===== config.mk =====
export PLATFORM = sky130hd
export DESIGN_NAME = bdsu_mul
export DESIGN_NICKNAME = d
export VERILOG_FILES = /design/src/rtl/bdsu_pkg.sv /design/src/rtl/bdsu_mul.sv
export SDC_FILE = /design/constraint.sdc
export NUM_CORES = 1
export LEC_CHECK = 0
export ABC_AREA = 1
export BUFFER_PORTS_ARGS = -buffer_cell sky130_fd_sc_hd__buf_2
export CAP_MARGIN = 5
export CORE_UTILIZATION = 40
export DETAILED_ROUTE_END_ITERATION = 8
export PLACE_DENSITY = 0.68
export SLEW_MARGIN = 20
export SYNTH_ARGS = -nofsm -noshare
export SYNTH_HDL_FRONTEND = slang
export SYNTH_SLANG_ARGS = --single-unit
export TNS_END_PERCENT = 50

===== constraint.sdc =====
create_clock -name clk -period 15.19 [get_ports clk]
set_clock_uncertainty 0.2 [all_clocks]
set_input_delay 3.038 -clock clk [delete_from_list [all_inputs] [get_ports clk]]
set_output_delay 3.038 -clock clk [all_outputs]
set_load 0.01 [all_outputs]

===== src/rtl/bdsu_pkg.sv =====
// Shared constants, codes and types of the disk service unit.
package bdsu_pkg;

    localparam int DRIVE_W      = 8;
    localparam int STATUS_SLOTS = 2 ** DRIVE_W;
    localparam int DRIVE_SLOTS  = 256;
    localparam int SLOT_W       = (DRIVE_SLOTS > 1) ? $clog2(DRIVE_SLOTS) : 1;
    localparam int SECTOR_BYTES = 512;
    localparam int SECTOR_SHIFT = $clog2(SECTOR_BYTES);

    // hard disk cylinders = bytes / (63 * 16 * 512): shift out 16*512, then /63
    localparam int HD_DIV_SHIFT = $clog2(16 * SECTOR_BYTES);
    localparam int MUL_W        = 20;
    localparam int PROD_W       = 2 * MUL_W;
    localparam int RECIP_SHIFT  = 25;
    localparam logic [MUL_W-1:0] RECIP_63 = MUL_W'(((2 ** RECIP_SHIFT) + 62) / 63);

    localparam logic [1:0] MODE_INSERT = 2'd0;
    localparam logic [1:0] MODE_EJECT  = 2'd1;
    localparam logic [1:0] MODE_REQ    = 2'd2;

    localparam logic [7:0] FN_RESET  = 8'h00;
    localparam logic [7:0] FN_STATUS = 8'h01;
    localparam logic [7:0] FN_READ   = 8'h02;
    localparam logic [7:0] FN_WRITE  = 8'h03;
    localparam logic [7:0] FN_VERIFY = 8'h04;
    localparam logic [7:0] FN_FORMAT = 8'h05;
    localparam logic [7:0] FN_PARAMS = 8'h08;

    localparam logic [7:0] ST_OK        = 8'h00;
    localparam logic [7:0] ST_BAD_CMD   = 8'h01;
    localparam logic [7:0] ST_NOT_READY = 8'hAA;

    localparam logic [1:0] XFER_NONE  = 2'd0;
    localparam logic [1:0] XFER_READ  = 2'd1;
    localparam logic [1:0] XFER_WRITE = 2'd2;

    localparam logic [7:0] HD_BASE    = 8'h80;
    localparam logic [5:0] HD_SECTORS = 6'd63;
    localparam logic [4:0] HD_HEADS   = 5'd16;

    localparam logic [31:0] FLOPPY_160K  = 32'd163840;
    localparam logic [31:0] FLOPPY_360K  = 32'd368640;
    localparam logic [31:0] FLOPPY_720K  = 32'd737280;
    localparam logic [31:0] FLOPPY_1200K = 32'd1228800;

    localparam logic [7:0] FLOPPY_TYPE  = 8'd4;
    localparam logic [7:0] FLOPPY_COUNT = 8'd2;

    typedef struct packed {
        logic [31:0] size;
        logic [13:0] cyls;
        logic [4:0]  heads;
        logic [5:0]  sects;
    } geo_t;

    typedef struct packed {
        logic               rd_en;
        logic [DRIVE_W-1:0] rd_idx;
        logic               geo_we;
        logic               pres_set;
        logic               pres_clr;
        logic               st_we;
        logic [DRIVE_W-1:0] wr_idx;
        geo_t               geo;
        logic [7:0]         st_ah;
        logic               st_cf;
    } tbl_req_t;

    typedef struct packed {
        logic       present;
        geo_t       geo;
        logic [7:0] st_ah;
        logic       st_cf;
    } tbl_rd_t;

endpackage


===== src/rtl/bdsu_mul.sv =====
// Shared multiplier with a registered product.
module bdsu_mul (
    input  logic                          clk,
    input  logic                          en,
    input  logic [bdsu_pkg::MUL_W-1:0]    a,
    input  logic [bdsu_pkg::MUL_W-1:0]    b,
    output logic [bdsu_pkg::PROD_W-1:0]   prod
);
    import bdsu_pkg::*;

    logic [PROD_W-1:0] prod_reg;

    always_ff @(posedge clk)
    begin
        if (en)
        begin
            prod_reg <= PROD_W'(a) * PROD_W'(b);
        end
    end

    assign prod = prod_reg;

endmodule


==> After elaboration in Yosys (flattened, before gate mapping) <==
Index checks and enable logic that the tools add are counted.
{ "totals": {"ff_bits": 40, "in_bits": 42, "output_inout_bits": 40} }
{ "classes": {"multipliers": 1} }
{ "ops": {"columns": ["operator", "n"], "rows": [
  ["$mul A20 B20 Y40", 1]
]} }

==> Longest topological paths before layout <==
{ "depth": {"depth_word": 1, "depth_mapped": 28, "mapped_depth_nobuf": 27} }

==> Worst setup path after synthesis <==
No wires, ideal clock.
{ "synth_path": {"kind": "input-to-reg", "start": "input port b[2] (netlist name)", "end": "register prod_reg[34], in the netlist prod[34] (data pin)", "t_arrival_ns": 8.235, "setup_time_ns": 0.252, "stages": 28, "setup_slack_ns": 6.503, "required_ns": 14.738, "path_cell_list": "clkbuf_1 nand2_1 fa_1 inv_1 fa_1 inv_1 fa_1 inv_1 fa_1 inv_1 fa_1 inv_1 fa_1 inv_1 fa_1 inv_1 ha_1 nand2_1 inv_1 nand2_1 and2_4 nor2_1 nor2_1 nand2_2 nand2_1 nand2_1 nand2_1 nand2_1"} }
{ "synth_between": {"elab_chain_len": 1} }
{ "synth_lines": {"columns": ["item", "line_no", "source"], "rows": [
  ["from (decl)", "bdsu_mul.sv:6", "input logic [bdsu_pkg::MUL_W-1:0] b,"],
  ["$mul A20 B20 Y40", "bdsu_mul.sv:17", "prod_reg <= PROD_W'(a) * PROD_W'(b);"],
  ["to (signal assigned)", "bdsu_mul.sv:17", null],
  ["to (decl)", "bdsu_mul.sv:11", "logic [PROD_W-1:0] prod_reg;"]
]} }
Every way passes these cells.
A chain may end at the register's enable or synchronous reset.

==> Worst setup path after layout <==
{ "layout_path": {"start": "input port a[10] (netlist name)", "end": "register prod_reg[30], in the netlist prod[30] (data pin)"} }
{ "layout_between": {"elab_chain_len": 1} }
{ "layout_lines": {"columns": ["item", "line_no", "source"], "rows": [
  ["from (decl)", "bdsu_mul.sv:5", "input logic [bdsu_pkg::MUL_W-1:0] a,"],
  ["$mul A20 B20 Y40", "bdsu_mul.sv:17", null]
]} }
Every way passes these cells.

==> qor.yml <==
synthesis:
  seq_area_frac_synth_pct: 7.629
  synthCells: 2083
  synth_fa_ha_area_share_pct: 52.61
  ys.flop_type: "edfxtp_1"
  syn_nets: 2595
  yosys_warnings: 0
  synth_edf_count: 40
  synth_cell_type_count: 24
  synth_top_family_by_area: "adder cells"
  async_flop_share_pct: 0
  ys_seq_elements: 40
  synthSimpleGateAreaFrac_pct: 18.60
  synth.cell_area_sq_um: 15750
  synth-compound-area-share_pct: 1.661
  syn_area_per_cell_sq_um: 7.559
  synthXorXnorAreaFrac_pct: 1.335
  synthMuxAreaShare_pct: 0
grt:
  antenna_found_initial: 2
  grt_use_total_pct: 19.98
  grt_pass1_wl_um: 64310
  grt_pass1_vias: 13160
  overflow: 0
  grt_max_degree: 41
outcome:
  status: "finished, final reports clean"
cells_and_area:
  largest_register_ffs: 40
  nNetsFinal: 2603
  final_cell_mix: "682 x inv_1, 626 x nand2_1, 320 x fa_1, 150 x ha_1, 81 x buf_2"
  drive_gt1_share_pct: 5.497
  final_common_cell: "inv_1"
  syn_to_final_growth_pct: 5.904
timing:
  rsz0062_at_grt: "false"
  period_share_pct: 58.78
  drv_slew: 0
  period_needed_ns: 8.929
  relSlewSlack_pct: 34.43
  worst_pin_slew_ns: 0.9836
  finalHoldViolCount: 0
  fin_tns_setup_ns: 0
  timing.fmax_ghz: 0.1120
  setup_violations: 0
cts:
  cts_buffer_depth: 2
  cts_tree: "built"
  post_cts_resized: 0
  postCtsHoldBufs: 0
  cts_made_buffers: 5
  path_clk_slew_ns: 0.07
  cts_post_setup_buffers_inserted: 0
  root_buffer: "clkbuf_16"
  htree_levels: 2
  cts_sinks: 40
placed_design:
  gp_congestion: 0.8832
  hpwl_um: 31970
  numPortBuffers: 81
detailed_routing:
  wl_per_cell_um: 14.86
  ant_nets: 0
  first_pass_iters: 5
  wl_um: 38820
  vias: 12280
  dr.first_iter.drc_count: 681
  drc: 0
  vias_per_cell: 4.701
job:
  cap_violations: 0
floorplanning:
  die-area_sq_um: 40160
  core_area_sq_um: 38740
  num_rows: 72
  ios: 82
  die_w_um: 200.4
  die-height_um: 200.4
  start_util_pct: 40.65
worst_setup_path:
  arrival_ns: 8.79
  critPathCaptureType: "flip-flop"
  start_kind: "input pin"
  required_ns: 15.05
  cp_max_fo: 20
  setup.worst_path.class: "input pin to flip-flop"
hold_path:
  hold_path_class: "input pin to flip-flop"
  hold_depth: 3
-- metrics by stage --
step / hold slack, ns / util [%] / std cells / area (sq um) / worst slack, ns
after global routing: 3.110 / 43.04 / 2611 / 16670 / 5.971
final: 3.079 / 43.05 / 2612 / 16670 / 6.261
after detailed placement: 3.248 / 42.59 / 2602 / 16500 / 5.960
after floorplan: 2.951 / - / 2083 / 15750 / 6.503
after CTS: 3.074 / 43.03 / 2610 / 16670 / 6.278
after global placement: 3.246 / 42.59 / 2602 / 16500 / 5.967
-- path summary, 6_finish.rpt --
kind              start                  to  slack [ns]
setup / recovery  a[10]  prod[30]$_DFFE_PP_        6.26
hold / removal     b[0]   prod[0]$_DFFE_PP_        3.08
-- worst max-delay path: stages --
cell and delay [ns]:
buf_2 0.42, nand2_1 0.15, fa_1 0.56, inv_1 0.05, fa_1 0.50, inv_1 0.05
fa_1 0.48, inv_1 0.05, fa_1 0.50, inv_1 0.05, fa_1 0.53, inv_1 0.05
fa_1 0.48, inv_1 0.05, fa_1 0.47, inv_1 0.04, ha_1 0.33, nand2_1 0.17
inv_1 0.06, nand2_1 0.07, and2_4 0.13, nand2_1 0.06, nand2_1 0.08, nand3_2 0.13
nand2_1 0.11, nand2_1 0.06, nand2_1 0.05, nand2_1 0.04
-- area by class of cell --
class | count | area (sq um)
clock inverter | 3 | 46.29
tap | 518 | 648.1
inverter | 682 | 2560
sequential | 40 | 1201
clock buffer | 5 | 125.1
multi-input combinational | 1281 | 11680
fill | 3955 | 22060
antenna | 2 | 5.005
timing repair buffer | 81 | 405.4
-- synthesized netlist by cell type, types with 3 or more instances --
library cell | count | share of area (%)
a31oi_1 | 3 | 0.12
xor2_1 | 18 | 1.0
nand3_1 | 20 | 0.64
nor3_1 | 10 | 0.32
ha_1 | 150 | 12
xnor2_1 | 6 | 0.33
a21oi_1 | 30 | 0.95
fa_1 | 320 | 41
inv_1 | 682 | 16
o21bai_1 | 3 | 0.14
clkbuf_1 | 80 | 1.9
nor2_2 | 3 | 0.12
nand2_1 | 626 | 15
nand3_2 | 7 | 0.45
o21ai_0 | 14 | 0.45
nand2_2 | 12 | 0.48
nor2_1 | 51 | 1.2
edfxtp_1 | 40 | 7.6
-- kinds of logic (layout without fill, tap and decap cells) --
| logic type | after synthesis | after routing |
|---|---|---|
| AO/OA/AOI/OAI | 50 | 50 |
| buffers and inverters | 762 | 771 |
| adder cells (fa/ha/maj) | 470 | 470 |
| flip-flops | 40 | 40 |
| other | 0 | 2 |
| AND/OR/NAND/NOR | 737 | 737 |
| XOR/XNOR | 24 | 24 |
-- metal layers --
layer  up-vias  GRT usage, %  wire length, um
li1       5814             -                -
met1      6097         24.98            16110
met2       298         35.80            19940
met3        70         2.441             1710
met4         0         6.216             1068
met5         -             0                0
Power is left out: the tool's default activity adds up to more than one toggle a clock period on the data nets, which glitch-free logic cannot reach.
